[config.mk]
export PLATFORM = sky130hd
export DESIGN_NAME = firlc_queue
export DESIGN_NICKNAME = d
export VERILOG_FILES = /design/src/firlc_pkg.sv /design/src/firlc_queue.sv
export SDC_FILE = /design/constraint.sdc
export NUM_CORES = 1
export LEC_CHECK = 0
export ABC_AREA = 1
export BUFFER_PORTS_ARGS = -buffer_cell sky130_fd_sc_hd__buf_2
export CORE_MARGIN = 2
export CORE_UTILIZATION = 57
export DETAILED_ROUTE_END_ITERATION = 6
export GPL_TIMING_DRIVEN = 0
export PLACE_DENSITY = 0.8
export SYNTH_ARGS = -nofsm -noshare
export SYNTH_HDL_FRONTEND = slang
export SYNTH_SLANG_ARGS = --single-unit
[constraint.sdc]
create_clock -name i_clk -period 1.9 [get_ports i_clk]
set_input_delay 0.38 -clock i_clk [delete_from_list [all_inputs] [get_ports i_clk]]
set_output_delay 0.38 -clock i_clk [all_outputs]
set_load 0.01 [all_outputs]
[src/firlc_pkg.sv]
`default_nettype none

package firlc_pkg;

    localparam int TAPS_DEF = 64;
    localparam int KIND_W   = 2;
    localparam int IDX_W    = 6;
    localparam int DATA_W   = 16;
    localparam int CNT_W    = 7;
    localparam int PROD_W   = 32;
    localparam int ACC_W    = 38;
    localparam int QDEPTH   = 4;

    localparam logic [CNT_W-1:0] TAP_COUNT_RST = 7'd29;

    localparam logic [KIND_W-1:0] KIND_LOAD   = 2'd0;
    localparam logic [KIND_W-1:0] KIND_SAMPLE = 2'd1;
    localparam logic [KIND_W-1:0] KIND_FLUSH  = 2'd2;

    typedef struct packed {
        logic [KIND_W-1:0] op;
        logic [IDX_W-1:0]  idx;
        logic [DATA_W-1:0] data;
    } t_cmd;

endpackage

`default_nettype wire

[src/firlc_queue.sv]
`default_nettype none

module firlc_queue #(
    parameter int DEPTH = firlc_pkg::QDEPTH
) (
    input  logic             i_clk,
    input  logic             i_rst_n,
    input  logic             i_push,
    input  firlc_pkg::t_cmd  i_cmd,
    input  logic             i_pop,
    output firlc_pkg::t_cmd  o_cmd,
    output logic             o_full,
    output logic             o_empty
);
    import firlc_pkg::*;

    localparam int PW = (DEPTH > 1) ? $clog2(DEPTH) : 1;
    localparam int CW = $clog2(DEPTH + 1);

    t_cmd            r_mem [DEPTH];
    logic [PW-1:0]   r_wr, r_rd;
    logic [CW-1:0]   r_count;

    assign o_full  = (r_count == CW'(DEPTH));
    assign o_empty = (r_count == '0);
    assign o_cmd   = r_mem[r_rd];

    always_ff @(posedge i_clk) begin
        if (i_push) begin
            r_mem[r_wr] <= i_cmd;
        end
    end

    always_ff @(posedge i_clk) begin
        if (!i_rst_n) begin
            r_wr    <= '0;
            r_rd    <= '0;
            r_count <= '0;
        end else begin
            if (i_push) begin
                r_wr <= (r_wr == PW'(DEPTH - 1)) ? '0 : r_wr + 1'b1;
            end
            if (i_pop) begin
                r_rd <= (r_rd == PW'(DEPTH - 1)) ? '0 : r_rd + 1'b1;
            end
            if (i_push && !i_pop) begin
                r_count <= r_count + 1'b1;
            end else if (i_pop && !i_push) begin
                r_count <= r_count - 1'b1;
            end
        end
    end

    a_no_overflow: assert property (@(posedge i_clk) disable iff (!i_rst_n)
        !(i_push && o_full)) else $error("push into full queue");
    a_no_underflow: assert property (@(posedge i_clk) disable iff (!i_rst_n)
        !(i_pop && o_empty)) else $error("pop from empty queue");
    a_count_range: assert property (@(posedge i_clk) disable iff (!i_rst_n)
        r_count <= CW'(DEPTH)) else $error("queue count out of range");

endmodule

`default_nettype wire

# --- Yosys cells after proc, flatten, opt, wreduce, memory -nomap -nowiden ---
# Memory sizes are Yosys's and may differ from the RTL's. A register that Yosys moved wholly into a read port is not among the register bits.
# Index checks and enable logic that the tools add are counted.
op_classes:
  add_sub_neg: 4
  n_mul: 0
  div_mod_pow: 0
  magnitude_cmp: 0
  eq_ne: 3
  shifts: 0
  n_mux: 8
  bitwise: 0
  reduce_logical: 6
ops:
  columns: ["cell", "n"]
  rows:
  - ["$mux 2", 4]
  - ["$mux 3", 2]
  - ["$add 2x1->2 const B", 2]
  - ["$eq 2x2->1 const B", 2]
  - ["$add 3x1->3 const B", 1]
  - ["$eq 3x3->1 const B", 1]
  - ["$logic_not 3->1", 1]
  - ["$sub 3x1->3 const B", 1]
  - ["$logic_and 1x1->1", 2]
  - ["$logic_not 1->1", 2]
  - ["$mux 1", 2]
  - ["$reduce_bool 2->1", 1]
totals:
  ff_bits: 7
  latchBits: 0
  mem_bits_rw: 96
  romBits: 0
  inputBits: 28
  out_inout_bits: 26
  elab_cells: 25
  n_memories: 1
memory_table:
  columns: ["memory", "depth", "word_bits", "rd", "rd_clocked_by_memory_dff", "write_ports", "line_no", "source"]
  rows:
  - ["r_mem", 4, 24, 1, 1, 1, "firlc_queue.sv:20", "t_cmd r_mem [DEPTH];"]

# --- Logic depth before layout (Yosys ltp) ---
# Gate-level depths: netlist of run 1.
depth:
  word_depth: 4
  ltp_mapped: 10
  mapped_depth_nobuf: 10

# --- Worst setup path after synthesis of run 1 ---
# Ideal clock, no wire load.
synth_path:
  path_kind: "register to register"
  startpoint: "register r_wr[0]"
  endpoint: "memory r_mem[3][0] in the netlist's numbering, enable pin"
  setup_ps: 379
  arrival_ps: 1070
  t_required_ps: 1521
  path_slack_ps: 451
  path_stages_with_launch: 4
  path_buffers: 0
  synth_period_minus_slack_ps: 1449
  cell_sequence: "dfxtp_1 > ha_1 > nand2_1 > inv_1"
synth_lines:
  columns: ["element", "line_no", "source"]
  rows:
  - ["start: declaration", "firlc_queue.sv:21", "logic [PW-1:0] r_wr, r_rd;"]
  - ["start signal: assignment", "firlc_queue.sv:41", "r_wr <= (r_wr == PW'(DEPTH - 1)) ? '0 : r_wr + 1'b1;"]
  - ["end: declaration", "firlc_queue.sv:20", null]
# No word-level cell before the write port.

==> key figures, run 1 <==
Final layout
  – Net count, final: 393
  – Layout cells sized above 1: 35.81%
  – Synth-to-layout area growth: 17.11%
  – Area of the multi-input gates: 970.9 um2
  – Final core occ: 68.28%
  – Final instance area: 4900 um2
  – Antenna Diode Count: 0
  – FF+latch area: 3070 um2
  – Filler instances: 493

Worst setup path
  – Worst Path Required: 1.52 ns
  – Crit-path max cell delay: approximately 0.4 ns
  – Slowest CP cell: dfxtp_4
  – Setup crit start kind: flop
  – R2R Setup Slk: approximately 0.11 ns
  – WP data arrival: 1.49 ns
  – Crit-path cells: buf_2, o21ai_0, o22ai_2, buf_2
  – Crit. End Element: output port
  – Peak fanout along the critical path: 10
  – CP delay by family, top: flip-flops
  – Top cell by count, worst path: buf_2
  – Crit path buf inv count: 2
  – Critical path class: flop to output port

Timing
  – Fin. max-slew vios: 0
  – Min Tclk post-route: 1.869 ns
  – RSZ-0062 raised after global routing: false
  – FMAX: 535.2 MHz
  – Max Clock Skew: 0.01018 ns
  – Slew HR: 30.26%
  – Setup Viol. Count Final: 0
  – Worst Tran Pin Value: 1.045 ns
  – Final Hold Vio Count: 0
  – Setup TNS: 0 ns
  – Fin Hold WS: 0.2195 ns
  – Final worst path period share: 98.35%

Clock network
  – Worst skew pair latency: between 0.3 and 0.4 ns
  – Worst-path clk slew: 0.09 ns
  – CTS tree: built
  – CTS Hold Bufs: 0
  – CTS Buffer Depth: 2
  – CTS buffer count: 9
  – Root Buffer: clkbuf_8
  – Clock sinks: 105
  – H-tree levels: 3

Floorplanning
  – Ports: 54
  – Vert. Die Dim: around 90 um
  – Die Wd: 89.68 um
  – Core outline area: just over 7000 um2
  – Die area: 8042 um2
  – Initial Util: 58.31%
  – # rows: 31

Place
  – PortBufs: 53
  – Final HPWL DP: 4.733 mm
  – Area after DPL: 4573 um2
  – Routability cong.: approximately 0.7

Logic synthesis
  – Yosys warns: 0
  – FFs w/ async S/R, synth: 0%
  – Yosys cell types: 22
  – Synth Flop Type: edfxtp_1
  – EDFF count, synth: 96
  – Sequential area share after synthesis: around three quarters
  – Synthesis-stage register bit count: 105
  – Syn_area_per_cell: 14.38 um2
  – Mapped Cells: 291
  – Synth Cell Area: ~4200 um2
  – Syn_nets: 326

Global routing
  – Vias in the first global route: around 2,500
  – Met2 Track Usage GR: 34.89%
  – Total track usage: 20.66%
  – Most used routing layer: met2
  – GR Util met1: ~26%
  – Largest net degree at the start of global routing: 25
  – Initial antenna violation count: 0
  – GRT overflow: 0
  – First-pass GRT wire length: 11.94 mm
  – Met3 usage: under 10%

Drt
  – Total iterations of the first detailed-routing run: 4
  – Residual DRC count: 0
  – Routed len/inst: 17.02 um
  – Drt total wl: 7.862 mm
  – Routed vias/inst: between 5 and 6
  – Post-route ant nets: 0
  – Vias: 2,492
  – DRC violation total after the first TritonRoute iteration: between 200 and 250

Power and ir drop
  – PwrDens: 941.3 nW/um2
  – Peak VDD IR: 0.4304 mV
  – Leakage: 1.793 nW

Outcome
  – Status: completed

Worst hold path
  – Hold Path Class: primary input to flop

Run
  – Maxcap violations: 0
-- state kept, by name, summed over array words and instances (netlist names), named ones only --
name,count
r_mem,96
r_rd,2
r_wr,2
r_count,3
-- synthesized netlist by cell type (2+ instances only) --
| cell type | count | share of area [%] |
|---|---|---|
| buf_6 | 3 | 0.81 |
| o21ai_0 | 46 | 5.5 |
| nand2_1 | 8 | 0.72 |
| edfxtp_1 | 96 | 69 |
| inv_1 | 14 | 1.3 |
| o22ai_1 | 4 | 0.60 |
| dfxtp_1 | 9 | 4.3 |
| ha_1 | 6 | 1.8 |
| nor2_1 | 36 | 3.2 |
| nor3_1 | 4 | 0.48 |
| o21ai_1 | 5 | 0.60 |
| o22ai_2 | 20 | 6.0 |
| nor2_2 | 20 | 3.0 |
| inv_2 | 2 | 0.18 |
| a21oi_1 | 3 | 0.36 |
| buf_2 | 9 | 1.1 |
-- per-stage QoR --
stage	total power, mW	worst slack, ns	instances
floorplan	3.074	0.4510	291
global route	4.793	0.002787	462
global placement	3.280	0.06192	443
CTS	4.589	0.001083	459
finish	4.612	0.03137	462
detailed placement	3.303	0.03352	443
-- path summary, 6_finish.rpt --
kind                                      startpoint                     to  cells past startpoint
worst max register to register  r_wr[0]$_SDFFE_PN0P_  r_mem[2][2]$_DFFE_PP_                      4
worst max-delay path                            flop               o_cmd[1]                      4
worst min register to register  r_wr[1]$_SDFFE_PN0P_   r_wr[1]$_SDFFE_PN0P_                      2
worst min-delay path                        i_cmd[6]  r_mem[0][6]$_DFFE_PP_                      1
-- cell usage in the layout, fill, tap and decap left out, types with 2 or more instances in the layout --
cell type | Yosys | final
edfxtp_1 | 96 | 96
dfxtp_1 | 9 | 7
buf_6 | 3 | 4
a21oi_1 | 3 | 3
clkbuf_8 | 0 | 9
clkbuf_16 | 0 | 2
o21ai_0 | 46 | 33
buf_12 | 0 | 3
dfxtp_4 | 0 | 2
nor3_1 | 4 | 4
buf_4 | 1 | 4
clkinv_2 | 0 | 2
nor2_2 | 20 | 20
inv_1 | 14 | 12
o22ai_2 | 20 | 20
clkbuf_4 | 0 | 3
nor2_1 | 36 | 36
nand2_1 | 8 | 8
o22ai_1 | 4 | 4
clkinvlp_4 | 0 | 4
buf_2 | 9 | 54
ha_1 | 6 | 6
o21ai_1 | 5 | 18
-- worst reg2reg max path, delay by kind of cell (launching register included) --
kind	cells	cell delay, ns
buffers and inverters	2	0.85
adder cells (fa/ha/maj)	1	0.15
flip-flops	1	0.36
AND/OR/NAND/NOR	1	0.05
-- power breakdown --
part | total, mW | internal [mW] | switching, mW
Combinational | 0.627 | 0.258 | 0.369
Sequential | 2.68 | 2.63 | 0.0445
Clock | 1.31 | 0.600 | 0.709
-- per-layer routing --
layer	vias up	routed length [um]
met5	-	0
met4	0	134
met3	11	474
met2	94	4011
met1	1187	3242
li1	1200	-
-- cells by family after synthesis --
kind of cell               count (synthesis)  synth area share [%]
DFF                                      105                 73.21
and+or+nand+nor                           70                 7.685
adders and majority gates                  7                 2.273
xor gates and xnor gates                   1                0.2094
AOI/OAI and AO/OA                         78                 13.04
buffers and inverters                     30                 3.588
-- what timing repair did --
item	CTS	global route
pin swaps	0	2
cloned	0	2
setup endpoints to repair	20	63
buffers inserted	0	1
resized for setup	11	33
-- area by class of cell --
cell class / count / share of cell area, %
multi-input cells: 156 / 19.82
plain buffers: 14 / 3.166
clock buffers: 10 / 2.605
well taps: 99 / 2.528
repair buffers: 56 / 6.588
clock inverters: 6 / 1.200
flip-flops and latches: 105 / 62.67
inverters: 16 / 1.430
Note: power is estimated with default switching activity, not from simulation.
==> run 2: changes to the inputs <==
- BUFFER_PORTS_ARGS: -buffer_cell sky130_fd_sc_hd__buf_2 -> -buffer_cell sky130_fd_sc_hd__clkbuf_2
==> run 2 against run 1 <==
Against the previous run:
- the flow now finishes with violations (setup timing)
- largest power group unchanged
- largest cell class unchanged
- sequential power hardly changed
- core utilization fell by 0.65 points
- design area is 0.94% lower
- count of clock-buffer cells in the layout up 2
- power is 1.2% lower
==> key figures, run 2 (synthesis results as in run 1) <==
Outcome
  – Failing checks: setup timing
  – Status: finished with violations

Drt
  – Vias: approximately 2,500
  – Routed len/inst: 16.89 um
  – Routed vias/inst: 5.445
  – M1 WL: 3.306 mm
  – Top layer in use: met4
  – Metal2 WL: 3.940 mm
  – Drt total wl: between 7 and 8 mm
  – Residual DRC count: 0
  – DRC violation total after the first TritonRoute iteration: 226
  – Post-route ant nets: 0
  – WL met3: 382 um
  – Total iterations of the first detailed-routing run: 4

Floorplanning
  – Ports: between 50 and 60
  – # rows: 31
  – Initial Util: 58.31%
  – Vert. Die Dim: 89.68 um
  – Die area: approximately 8000 um2
  – Die Wd: 89.68 um
  – Core outline area: 7176 um2

Timing
  – RSZ-0062 raised after global routing: true
  – Final Worst Setup Slack: -0.002109 ns
  – Min Tclk post-route: 1.902 ns
  – Fin Hold WS: around 0.24 ns
  – FMAX: 525.7 MHz
  – Slew HR: between 30% and 40%
  – Final worst path period share: 100.1%
  – Worst Tran Pin Value: roughly 1.0 ns
  – Final Hold Vio Count: 0
  – Setup Viol. Count Final: 1
  – Setup TNS: -0.002109 ns
  – Fin. max-slew vios: 0
  – Max Clock Skew: 0.01131 ns

Final layout
  – Most frequent cells in the layout: edfxtp_1, clkbuf_2, o21ai_0, nor2_1
  – Layout cells sized above 1: a little over a third
  – Max reg flops: 96
  – Largest reg by FF count: r_mem
  – Final instance area: about 4900 um2
  – Synth-to-layout area growth: 16.00%
  – Filler instances: 506
  – Most common cell after layout, fill and taps aside: edfxtp_1
  – Largest regs: r_mem: 96 flops, r_count: 3 flops
  – Net count, final: 392
  – Antenna Diode Count: 0
  – Final core occ: 67.64%

Worst setup path
  – Critical path class: flop to output port
  – Slowest CP cell: dfxtp_2
  – CP delay by family, top: buffers and inverters
  – Worst Path Required: approximately 1.5 ns
  – Peak fanout along the critical path: 10
  – Crit. End Element: output port
  – Crit-path max cell delay: 0.36 ns
  – R2R Setup Slk: 0.11 ns
  – Setup crit start kind: flop
  – Crit path buf inv count: 4
  – Crit-path cells: inv_2, buf_8, buf_12, nor2_2, o22ai_2, buf_2
  – WP data arrival: 1.52 ns

Clock network
  – CTS buffer count: 9
  – CTS Buffer Depth: 2
  – H-tree levels: 3
  – Worst skew pair latency: 0.35 ns
  – Worst-path clk slew: about 0.090 ns
  – CTS Hold Bufs: 0
  – Root Buffer: clkbuf_8
  – CTS tree: built
  – Clock sinks: 105

Place
  – PortBufs: 53
  – Final HPWL DP: ~5 mm
  – DP Worst Slack: between 0.008 and 0.009 ns
  – Routability cong.: 0.6944
  – Area after DPL: ~4600 um2

Run
  – Maxcap violations: 0

Global routing
  – Largest net degree at the start of global routing: 25
  – Vias in the first global route: 2,449
  – First-pass GRT wire length: 11.95 mm
  – GRT overflow: 0
  – Total track usage: around a fifth
  – Initial antenna violation count: 0

Power and ir drop
  – PwrDens: 939.0 nW/um2
  – Peak VDD IR: ~0.61 mV
  – Leakage: 1.780 nW

Worst hold path
  – Hold Path Class: primary input to flop
## run 2: per-stage QoR
stage | power (mW) | instances
3_5_place_dp | 3.310 | 443
5_1_grt | 4.742 | 461
2_1_floorplan | 3.074 | 291
3_3_place_gp | 3.281 | 443
6_report | 4.557 | 461
4_1_cts | 4.552 | 459
## run 2: final timing paths
kind,from,to,depth (start not counted)
setup reg to reg,r_wr[1]$_SDFFE_PN0P_,r_mem[1][22]$_DFFE_PP_,4
setup / recovery,flop,o_cmd[3],6
hold / removal,i_cmd[6],r_mem[2][6]$_DFFE_PP_,1
hold reg to reg,r_wr[1]$_SDFFE_PN0P_,r_wr[1]$_SDFFE_PN0P_,2
## run 2: layout make-up
| cell class | count | area (um2) | share of cell area (%) |
|---|---|---|---|
| Sequential cell | 105 | 3065 | 63.16 |
| Multi-Input combinational cell | 156 | 970.9 | 20.01 |
| Timing Repair Buffer | 55 | 297.8 | 6.136 |
| Buffer | 14 | 145.1 | 2.990 |
| Clock buffer | 12 | 135.1 | 2.784 |
| Tap cell | 99 | 123.9 | 2.552 |
| Inverter | 16 | 71.32 | 1.469 |
| Clock inverter | 4 | 43.79 | 0.9023 |
## run 2: worst register-to-register path, cell delays in order, from the launching register on
cell	delay [ns]
dfxtp_1	0.34
inv_1	0.11
ha_1	0.16
nand2_1	0.05
inv_1	0.75
## run 2: report_power, final
part / total [mW] / internal (mW) / leakage [nW] / switching (mW)
Sequential: 2.68 / 2.63 / 0.957 / 0.0429
Combinational: 0.615 / 0.245 / 0.731 / 0.371
Clock: 1.27 / 0.603 / 0.0918 / 0.664
Total: 4.56 / 3.48 / 1.78 / 1.08
## run 2: what timing repair did
| action | 4_1_cts | 5_1_grt |
|---|---|---|
| cloned | 0 | 1 |
| resized for setup | 12 | 17 |
| buffers inserted | 0 | 1 |
| endpoints found under the setup margin | 41 | 70 |
## run 2: metal layers
layer	global-route usage (%)	vias to the layer above
met5	0	-
met4	7.598	0
met3	5.850	16
met2	35.36	76
met1	25.54	1225
li1	-	1193
