$ cat src/firlc_pkg.sv
`default_nettype none

package firlc_pkg;

    localparam int TAPS_DEF = 64;
    localparam int KIND_W   = 2;
    localparam int IDX_W    = 6;
    localparam int DATA_W   = 16;
    localparam int CNT_W    = 7;
    localparam int PROD_W   = 32;
    localparam int ACC_W    = 38;
    localparam int QDEPTH   = 4;

    localparam logic [CNT_W-1:0] TAP_COUNT_RST = 7'd29;

    localparam logic [KIND_W-1:0] KIND_LOAD   = 2'd0;
    localparam logic [KIND_W-1:0] KIND_SAMPLE = 2'd1;
    localparam logic [KIND_W-1:0] KIND_FLUSH  = 2'd2;

    typedef struct packed {
        logic [KIND_W-1:0] op;
        logic [IDX_W-1:0]  idx;
        logic [DATA_W-1:0] data;
    } t_cmd;

endpackage

`default_nettype wire

$ cat src/firlc_if.sv
`default_nettype none

interface firlc_in_if;
    logic                                valid;
    logic                                ready;
    logic [firlc_pkg::KIND_W-1:0]        kind;
    logic [firlc_pkg::IDX_W-1:0]         tap_index;
    logic signed [firlc_pkg::DATA_W-1:0] coefficient;
    logic signed [firlc_pkg::DATA_W-1:0] sample;

    modport source (output valid, kind, tap_index, coefficient, sample, input ready);
    modport sink   (input valid, kind, tap_index, coefficient, sample, output ready);
endinterface


`default_nettype wire

$ cat src/firlc_front.sv
`default_nettype none

module firlc_front #(
    parameter int TAPS = firlc_pkg::TAPS_DEF
) (
    firlc_in_if.sink         i_in,
    input  logic             i_q_full,
    output logic             o_push,
    output firlc_pkg::t_cmd  o_cmd
);
    import firlc_pkg::*;

    logic keep;

    assign i_in.ready = !i_q_full;

    always_comb begin
        case (i_in.kind)
            KIND_LOAD:   keep = (CNT_W'(i_in.tap_index) < CNT_W'(TAPS));
            KIND_SAMPLE: keep = 1'b1;
            KIND_FLUSH:  keep = 1'b1;
            default:     keep = 1'b0;
        endcase
    end

    always_comb begin
        o_cmd.op   = i_in.kind;
        o_cmd.idx  = i_in.tap_index;
        o_cmd.data = (i_in.kind == KIND_LOAD) ? i_in.coefficient : i_in.sample;
    end

    assign o_push = i_in.valid && i_in.ready && keep;

endmodule

`default_nettype wire

$ cat src/flat_wrapper.sv
// flat-port wrapper written by rule: the top's interface ports become plain ports
module firlc_front_flat import firlc_pkg::*;
#(
    parameter int TAPS = firlc_pkg::TAPS_DEF
)
  (i_q_full, o_push, o_cmd, i_in_valid, i_in_kind, i_in_tap_index, i_in_coefficient, i_in_sample, i_in_ready);
  firlc_in_if i_in_i ();
  input  logic i_q_full;
  output logic o_push;
  output firlc_pkg::t_cmd o_cmd;
  input wire logic [$bits(i_in_i.valid)-1:0] i_in_valid;
  input wire logic [$bits(i_in_i.kind)-1:0] i_in_kind;
  input wire logic [$bits(i_in_i.tap_index)-1:0] i_in_tap_index;
  input wire logic [$bits(i_in_i.coefficient)-1:0] i_in_coefficient;
  input wire logic [$bits(i_in_i.sample)-1:0] i_in_sample;
  output wire logic [$bits(i_in_i.ready)-1:0] i_in_ready;
  assign i_in_i.valid = i_in_valid;
  assign i_in_i.kind = i_in_kind;
  assign i_in_i.tap_index = i_in_tap_index;
  assign i_in_i.coefficient = i_in_coefficient;
  assign i_in_i.sample = i_in_sample;
  assign i_in_ready = i_in_i.ready;
  firlc_front #(.TAPS(TAPS)) u_core (.i_in(i_in_i), .i_q_full(i_q_full), .o_push(o_push), .o_cmd(o_cmd));
endmodule
$ cat config.mk
export PLATFORM = sky130hd
export DESIGN_NAME = firlc_front_flat
export DESIGN_NICKNAME = d
export VERILOG_FILES = /design/src/firlc_pkg.sv /design/src/firlc_if.sv /design/src/firlc_front.sv /design/src/flat_wrapper.sv
export SDC_FILE = /design/constraint.sdc
export NUM_CORES = 1
export LEC_CHECK = 0
export ABC_AREA = 1
export BUFFER_PORTS_ARGS = -buffer_cell sky130_fd_sc_hd__buf_2
export CAP_MARGIN = 25
export CORE_AREA = 2 2 39 41
export DETAILED_ROUTE_END_ITERATION = 12
export DIE_AREA = 0 0 41 43
export PLACE_DENSITY_LB_ADDON = 0.12
export SLEW_MARGIN = 20
export SYNTH_ARGS = -nofsm -noshare
export SYNTH_HDL_FRONTEND = slang
export SYNTH_SLANG_ARGS = --single-unit
$ cat constraint.sdc
create_clock -name vclk -period 0.8
set_input_delay 0.12 -clock vclk [all_inputs]
set_output_delay 0.12 -clock vclk [all_outputs]
set_load 0.01 [all_outputs]
**Word-level counts from Yosys, hierarchy flattened**

Index checks and enable logic that the tools add are counted.

- Input bits: 42
- Register bits after elaboration: 0
- Latch bits: 0
- Logic and storage cells: 9
- Memory bits (read-only): 0
- Memories kept: 0
- Bits in writable memories: 0

- Multiply operators: 0
- $lt $le $gt $ge: 0
- Equal/unequal tests: 2
- $add $sub $neg: 0
- Div/mod/pow operators: 0
- Shifts and indexed selects: 0
- Multiplexer cells: 2
- Reduce and logical (&&, ||, !) cells: 5
- Bitwise operators: 0

Operators with widths:

| cell | count |
|---|---|
| 16-bit two-way mux | 1 |
| 3-bit OR reduction | 1 |
| 2-bit by 1-bit equality test with 1-bit output (second input constant) | 1 |
| 2-bit equality test (second input constant) | 1 |
| 1-bit logical AND | 2 |
| 2-bit zero test | 1 |
| 1-bit zero test | 1 |
| 1-bit two-way mux | 1 |

**Longest topological paths before layout**

Gate-level depths: netlist of the first run.

- Depth in word-level cells: 4
- Gate-level depth with buffers: 4
- Depth with buffers taken out: 3

**Worst setup path before layout of the first run**

Ideal clock, no wire load.

- Path type: input -> output
- Start: input port i_in_kind[1]
- End: output port o_cmd[10] (netlist name)
- Data arrival time: 0.546 ns
- Data required time: 0.680 ns
- Setup slack: 0.134 ns
- Stages: 4
- Path buffers: 1
- Path through: nor2_4 > buf_6 > nand2_1 > nand2_1

RTL lines:

| element | line | RTL |
|---|---|---|
| from (decl) | flat_wrapper.sv:12 | `input wire logic [$bits(i_in_i.kind)-1:0] i_in_kind;` |
| to (decl) | flat_wrapper.sv:10 | `output firlc_pkg::t_cmd o_cmd;` |

==> results of run 1 <==
[worst max-delay path: cells and delay by family]
kind	cells	cell delay, ps
AND/OR/NAND/NOR	3	220
buffers and inverters	3	380
[path summary, 6_finish.rpt]
kind                               from  cells past startpoint  slack (ps)         to
worst max-delay path       i_in_kind[0]                      6         -30   o_cmd[8]
worst min-delay path  i_in_tap_index[4]                      0         240  o_cmd[20]
[cell usage in the layout, fill, tap and decap left out]
cell / count
buf_2: 53
nand2_1: 26
o21ai_1: 15
nand2_2: 6
buf_6: 4
buf_4: 4
buf_12: 2
nor2_4: 1
o21ai_4: 1
nand2_4: 1
inv_1: 1
a21oi_1: 1
buf_8: 1
[power breakdown]
part	internal, mW	switching (mW)
sequential	0	0
clock	0	0
combinational	0.207	0.177
[area by class of cell]
cell class / instances / area (µm²)
fill: 151 / 710.7
inverter: 1 / 3.754
multi-input combinational: 51 / 254.0
tap: 16 / 20.02
timing repair buffer: 64 / 395.4
[layer usage]
metal / track usage / wire length (µm) / vias to the layer above
met2: 0.2250 / 529 / 39
met4: 0 / 0 / 0
met5: 0 / 0 / -
met1: 0.1266 / 418 / 222
li1: - / - / 302
met3: 0.005236 / 169 / 0
[stage by stage]
step	TNS, ps	cell area [µm²]
2_1_floorplan	0	305.3
3_3_place_gp	-1320	609.3
3_5_place_dp	-1404	609.3
4_1_cts	-403.9	643.1
5_1_grt	-1088	673.1
6_report	-372.4	673.1
[timing repair]
action	CTS	global route
pin swaps	2	1
setup endpoints to repair	17	16
resized for setup	21	9
gates cloned	0	0
[cell families after synthesis]
kind of cell / Yosys count / share of synthesized area
buffers and inverters: 12 / 0.2787
AOI/OAI and AO/OA: 17 / 0.2787
and+or+nand+nor: 34 / 0.4426
==> summary.md, run 1 <==
| Metric | Value |
|---|---|
| DIE AREA | `1763 µm²` |
| Placed instance count | `~130` |
| Avg Vias per Cell | `4.265` |
| Fin Hold WS | `240.0 ps` |
| Die width | `a little over 40 µm` |
| GP Congestion | `about 0.67` |
| Final nets | `160` |
| Core Area | `~1400 µm²` |
| Final Non-Filler Cells | `about 130` |
| Ranking of synthesized cells by area | `nand2_1 41%, o21ai_0 20%, buf_4 20%` |
| Count leader, synth | `nand2_1` |
| Final Setup Violations | `15` |
| Crit-path cells | `buf_8 > nor2_4 > buf_6 > nand2_1 > nand2_1 > buf_2` |
| Synth top area share | `0.4057` |
| Period minus WS final | `between 800 and 900 ps` |
| Effective utilization at floorplan | `0.2206` |
| DP HPWL | `approximately 940 µm` |
| RSZ-0062 raised after global routing | `true` |
| Port Buffers | `56` |
| Drt wl/cell | `about 8.5 µm` |
| Rows | `14` |
| Failing checks | `setup timing` |
| Hold-fix buffers, CTS | `0` |
| Sequential cell area | `0 µm²` |
| Total Power | `roughly 0.38 mW` |
| Synthesized Nets | `105` |
| Die height | `approximately 43 µm` |
| Initial DRT Pass Iterations | `1` |
| PD cells | `around 570 nW/µm²` |
| CP most frequent cell | `nand2_1` |
| Synth Cell Area | `~310 µm²` |
| WP data required | `~700 ps` |
| Yosys warning count | `0` |
| Area grow syn2layout | `120.5%` |
| Largest net degree at the start of global routing | `11` |
| Yosys top cell by area | `nand2_1` |
| Period Utilization, post-route | `1.043` |
| Status | `finished, violations left` |
| Detailed Route Iter0 Violations | `0` |
| Final core utilization | `0.4864` |
| P_leak | `0.4118 nW` |
| Worst vdd ir | `slightly below 0.0003 V` |
| Vias | `563` |
| Worst path arrival time | `around 710 ps` |
| Initial antenna violation count | `0` |
| Remaining global-route overflow | `0` |
| Final Hold Viols | `0` |
| FF+latch count | `0` |
| Crit path launch type | `input pin` |
| GRT Overall Usage | `0.1129` |
| Synth Area per Inst | `approximately 4.8 µm²` |
| Antenna-violating nets left | `0` |
| Antenna diode count | `0` |
| First-pass GRT wire length | `around 1500 µm` |
| Layout cells sized above 1 | `0.6293` |
| Max FO, Critical Path | `8` |
| Post-synthesis sequential area ratio | `0` |
| Clock buffers | `0` |
| Post-Place Setup Slack | `-101.5 ps` |
| Slew @ Worst Pin | `roughly 110 ps` |
| Max-cap violation count | `0` |
| Critical Path Slowest Stage Cell | `buf_6` |
| Cell variety after synth | `9` |
| Routed WL | `1116 µm` |
| Max Fclk | `around 1.2 GHz` |
| Mapped Cells | `63` |
| CP peak stage delay | `around 150 ps` |
| Setup Crit Path Kind | `in2out` |
| Setup WS post-layout | `-34.42 ps` |
| Slew Viols, Final | `0` |
| Vias in the first global route | `about 420` |
| HP Class | `in2out` |
| CP Capture Type | `primary output` |
| Post-CTS setup repair buffer count | `0` |
| Top cells by count, synth | `33 x nand2_1, 12 x o21ai_0, 8 x buf_4, 4 x o21ai_1, 2 x buf_2` |
| Slew margin rel. | `0.9276` |
| DRC Markers | `0` |
| I/O Pins | `68` |
Note: power is estimated with default switching activity, not from simulation.
==> inputs of run 2 (changes only) <==
--- a/config.mk
+++ b/config.mk
@@ -14,2 +14,3 @@
 export PLACE_DENSITY_LB_ADDON = 0.12
+export REMOVE_ABC_BUFFERS = 1
 export SLEW_MARGIN = 20
==> constraint.sdc (replaced) <==
create_clock -name vclk -period 0.8
set_input_delay 0.12 -clock vclk [all_inputs]
set_output_delay 0.12 -clock vclk [all_outputs]
set_load 0.05 [all_outputs]
==> summary.md, run 2 (synthesis gave the netlist of run 1 again) <==
| Metric | Value |
|---|---|
| DP HPWL | `between 900 and 1000 µm` |
| Failing checks | `setup timing` |
| Post-Place Setup Slack | `-212.2 ps` |
| Net Switching | `between 0.4 and 0.5 mW` |
| Final Setup Violations | `16` |
| Crit path launch type | `input pin` |
| Effective utilization at floorplan | `0.2206` |
| CP Launch Point | `i_in_kind[0]` |
| Slew margin rel. | `0.8342` |
| Layout cells sized above 1 | `0.8522` |
| Period minus WS final | `roughly 930 ps` |
| Setup Crit Path Kind | `in2out` |
| Final Hold Viols | `0` |
| Commonest non-fill, non-tap cells in the layout | `37 x buf_2, 31 x nand2_2, 15 x buf_8, 14 x o21ai_1, 8 x buf_6` |
| Total Power | `between 0.7 and 0.8 mW` |
| Final nets | `159` |
| Die width | `a little over 40 µm` |
| HP Class | `in2out` |
| Commonest non-fill, non-tap cell in the layout | `buf_2` |
| Status | `finished, violations left` |
| Max Fclk | `roughly 1.1 GHz` |
| Avg Vias per Cell | `4.557` |
| Die height | `between 40 and 50 µm` |
| Max-cap violation count | `0` |
| GRT Overall Usage | `0.1528` |
| Placed instance count | `130` |
| Detailed Route Iter0 Violations | `1` |
| Port Buffers | `56` |
| CP Capture Type | `primary output` |
| Period Utilization, post-route | `1.158` |
| Clock network power share | `0` |
| PD cells | `a little over 900 nW/µm²` |
| Post-CTS setup repair buffer count | `0` |
| Sw Ratio | `0.5853` |
| Drt wl/cell | `11.10 µm` |
| Setup WS post-layout | `-126.4 ps` |
| Internal power | `0.3295 mW` |
| GP Congestion | `0.5959` |
| Antenna diode count | `0` |
| Initial DRT Pass Iterations | `2` |
| Vias | `around 600` |
| Routed WL | `between 1000 and 1500 µm` |
| DIE AREA | `roughly 1800 µm²` |
| Core Area | `1384 µm²` |
| Sequential cell area | `0 µm²` |
| Vias in the first global route | `between 500 and 600` |
| FF+latch count | `0` |
| Worst path arrival time | `a little over 800 ps` |
| Fillers | `about 120` |
| Rows | `14` |
| Max FO, Critical Path | `6` |
| First-pass GRT wire length | `about 2000 µm` |
| Final setup TNS | `-1682 ps` |
| Logic pwr share | `1.000` |
| Remaining global-route overflow | `0` |
| Critical Path End | `o_cmd[12]` |
| Largest net degree at the start of global routing | `11` |
| P_leak | `around 0.45 nW` |
| Slew Viols, Final | `0` |
| Final Non-Filler Cells | `approximately 130` |
| Antenna-violating nets left | `0` |
| RSZ-0062 raised after global routing | `true` |
| Initial antenna violation count | `0` |
| Sequential share of power | `0` |
| Hold_sp | `i_in_tap_index[0]` |
| Area grow syn2layout | `180.3%` |
| WP data required | `between 600 and 700 ps` |
| DRC Markers | `0` |
| I/O Pins | `68` |
| Worst vdd ir | `between 0.0004 and 0.0005 V` |
| Slew @ Worst Pin | `between 200 and 300 ps` |
| Hold-fix buffers, CTS | `0` |
| Clock buffers | `0` |
==> run 2: cell count changes in the layout (fill, tap and decap cells not counted), sizes merged <==
cell  previous run  this run
buf             64        63
==> run 2: metrics by stage <==
step                  util  area (µm²)  hold WS (ps)
floorplan                -       224.0         240.0
global placement    0.4114       569.3         240.5
detailed placement  0.4114       569.3         240.5
CTS                 0.5326       737.0         240.5
global route        0.6184       855.8         240.3
finish              0.6184       855.8         240.3
==> run 2: how the worst min path moves through the flow <==
stage               slack, ps         to  depth (start not counted)
CTS                       240  o_cmd[16]                          0
global route              240  o_cmd[19]                          0
finish                    240  o_cmd[16]                          0
detailed placement        240  o_cmd[16]                          0
global placement          240  o_cmd[16]                          0
floorplan                 240  o_cmd[16]                          0
==> run 2: critical path: stages <==
cell and delay [ps]:
buf_8 100, nor2_4 140, buf_6 150, nand2_2 60, nand2_2 80, buf_8 140
==> run 2: area by class of cell <==
class                      count  area [µm²]  area share
timing repair buffer          63       523.0      0.6111
multi-input combinational     51       309.0      0.3611
inverter                       1       3.754    0.004386
tap                           16       20.02     0.02339
==> run 2: repair_timing <==
item,4_1_cts,5_1_grt
gates resized for setup,65,39
endpoints found under the setup margin,17,17
cloned,0,1
pin swaps,5,2
hold endpoints to repair,0,0
==> run 2: layer usage <==
| metal | part of all wire | track usage | vias to the layer above |
|---|---|---|---|
| li1 | - | - | 301 |
| met5 | 0 | 0 | - |
| met2 | 0.53 | 0.2969 | 42 |
| met3 | 0.14 | 0.04712 | 0 |
| met1 | 0.33 | 0.1551 | 254 |
| met4 | 0 | 0 | 0 |
==> run 2: power by group through the flow <==
stage,clock network [mW],logic [mW],registers [mW]
after floorplan,0,0.331,0
after global placement,0,0.557,0
after detailed placement,0,0.557,0
after CTS,0,0.703,0
after global routing,0,0.838,0
final,0,0.794,0
==> inputs of run 3 (changes only) <==
- clock period: 0.8 -> 0.9 ns (I/O delays scaled with it)
==> summary.md, run 3 (synthesis gave the netlist of run 1 again) <==
| Metric | Value |
|---|---|
| Clock buffers | `0` |
| Antenna-violating nets left | `0` |
| Hold-fix buffers, CTS | `0` |
| Fillers | `around 130` |
| CP most frequent cell | `buf_8` |
| Hold_sp | `i_in_tap_index[0]` |
| Slew margin rel. | `0.8266` |
| FF+latch count | `0` |
| CP Buf/Inv Count | `3` |
| Rows | `14` |
| Commonest non-fill, non-tap cells in the layout | `37 x buf_2, 29 x nand2_2, 17 x buf_8, 12 x o21ai_1, 5 x buf_4` |
| Vias | `about 630` |
| Final Setup Violations | `16` |
| GRT Overall Usage | `0.1568` |
| Setup Crit Path Kind | `in2out` |
| Antenna diode count | `0` |
| Initial antenna violation count | `0` |
| Area grow syn2layout | `183.6%` |
| Failing checks | `setup timing` |
| Hold depth | `0` |
| Multi-input gate area | `319.1 µm²` |
| Crit-path cells | `buf_8 > buf_4 > o21ai_1 > nand2_2 > buf_8` |
| CP Capture Type | `primary output` |
| WP data required | `between 700 and 800 ps` |
| Routed WL | `1703 µm` |
| Worst path arrival time | `about 850 ps` |
| GP Congestion | `0.5954` |
| Period minus WS final | `approximately 1000 ps` |
| Sequential cell area | `0 µm²` |
| I/O Pins | `68` |
| First-pass GRT wire length | `between 2000 and 2500 µm` |
| Largest net degree at the start of global routing | `11` |
| Clock network power share | `0` |
| HP Class | `in2out` |
| Layout cells sized above 1 | `0.8609` |
| Drt wl/cell | `about 13 µm` |
| Detailed Route Iter0 Violations | `2` |
| Sw Ratio | `0.5895` |
| Post-CTS setup repair buffer count | `0` |
| Slew Viols, Final | `0` |
| Effective utilization at floorplan | `0.2206` |
| Final Hold Viols | `0` |
| Worst hold path endpoint | `o_cmd[16]` |
| Worst vdd ir | `around 0.00037 V` |
| DP HPWL | `938.1 µm` |
| Fin Hold WS | `270.3 ps` |
| Initial DRT Pass Iterations | `3` |
| Logic pwr share | `1.000` |
| Status | `finished, violations left` |
| Crit path launch type | `input pin` |
| DRC Markers | `0` |
| Critical Path Slowest Stage Cell | `o21ai_1` |
| Remaining global-route overflow | `0` |
| CP peak stage delay | `190 ps` |
| Setup WS post-layout | `-85.53 ps` |
| Slew @ Worst Pin | `approximately 260 ps` |
| Vias in the first global route | `a little over 500` |
| Max-cap violation count | `0` |
| Sequential share of power | `0` |
| Avg Vias per Cell | `between 4 and 5` |
| Max FO, Critical Path | `10` |
| PD cells | `836.3 nW/µm²` |
| Core Area | `1384 µm²` |
| Period Utilization, post-route | `1.095` |
| Net Switching | `roughly 0.43 mW` |
| Max Fclk | `1.015 GHz` |
| P_leak | `around 0.46 nW` |
| Port Buffers | `56` |
| DIE AREA | `about 1800 µm²` |
| RSZ-0062 raised after global routing | `true` |
| Commonest non-fill, non-tap cell in the layout | `buf_2` |
| Post-Place Setup Slack | `-147.3 ps` |
| Final nets | `approximately 160` |
| Final setup TNS | `-697.3 ps` |
| Top delay family on crit path | `buffers and inverters` |
| Internal power | `between 0.2 and 0.3 mW` |
| Die height | `between 40 and 50 µm` |
| Die width | `about 41 µm` |
==> run 3: cell counts in the layout (fill, tap and decap cells not counted) <==
Identical to the previous run, type by type.
==> run 3: worst max-delay path by stage <==
stage / to / slack [ps] / start / cells past startpoint
final: o_cmd[13] / -90 / i_in_kind[1] / 5
after global routing: o_cmd[14] / -120 / i_in_kind[1] / 5
after CTS: o_cmd[6] / -40 / i_in_kind[0] / 6
after detailed placement: o_cmd[5] / -150 / i_in_kind[1] / 6
after global placement: o_cmd[5] / -140 / i_in_kind[1] / 6
after floorplan: o_push / -550 / i_q_full / 3
==> run 3: power by group through the flow <==
stage,registers [mW],clock network [mW],logic [mW]
after floorplan,0,0,0.294
after global placement,0,0,0.495
after detailed placement,0,0,0.495
after CTS,0,0,0.648
after global routing,0,0,0.756
final,0,0,0.724
==> run 3: repair_timing <==
item / in CTS / in global routing
gates resized for setup: 76 / 30
pin swaps: 3 / 5
gates cloned: 1 / 0
endpoints found under the setup margin: 17 / 17
==> run 3: metal layers <==
metal	up-vias	track usage	part of all wire	wire (µm)
met5	-	0	0	0
met4	0	0	0	0
met3	0	0.03141	0.096	164
met2	42	0.3188	0.58	987
met1	284	0.1551	0.32	551
li1	301	-	-	-
==> run 3: area by class of cell <==
cell class,count,area share
repair buffers,63,0.6040
multi-input cells,51,0.3685
well taps,16,0.02312
inverters,1,0.004335
==> run 3: metrics by stage <==
stage | power, mW | instances | area (µm²) | utilization
detailed placement | 0.4950 | 130 | 569.3 | 0.4114
global route | 0.7560 | 131 | 865.8 | 0.6257
CTS | 0.6479 | 131 | 770.7 | 0.5570
floorplan | 0.2943 | 52 | 224.0 | -
global placement | 0.4953 | 130 | 569.3 | 0.4114
finish | 0.7241 | 131 | 865.8 | 0.6257
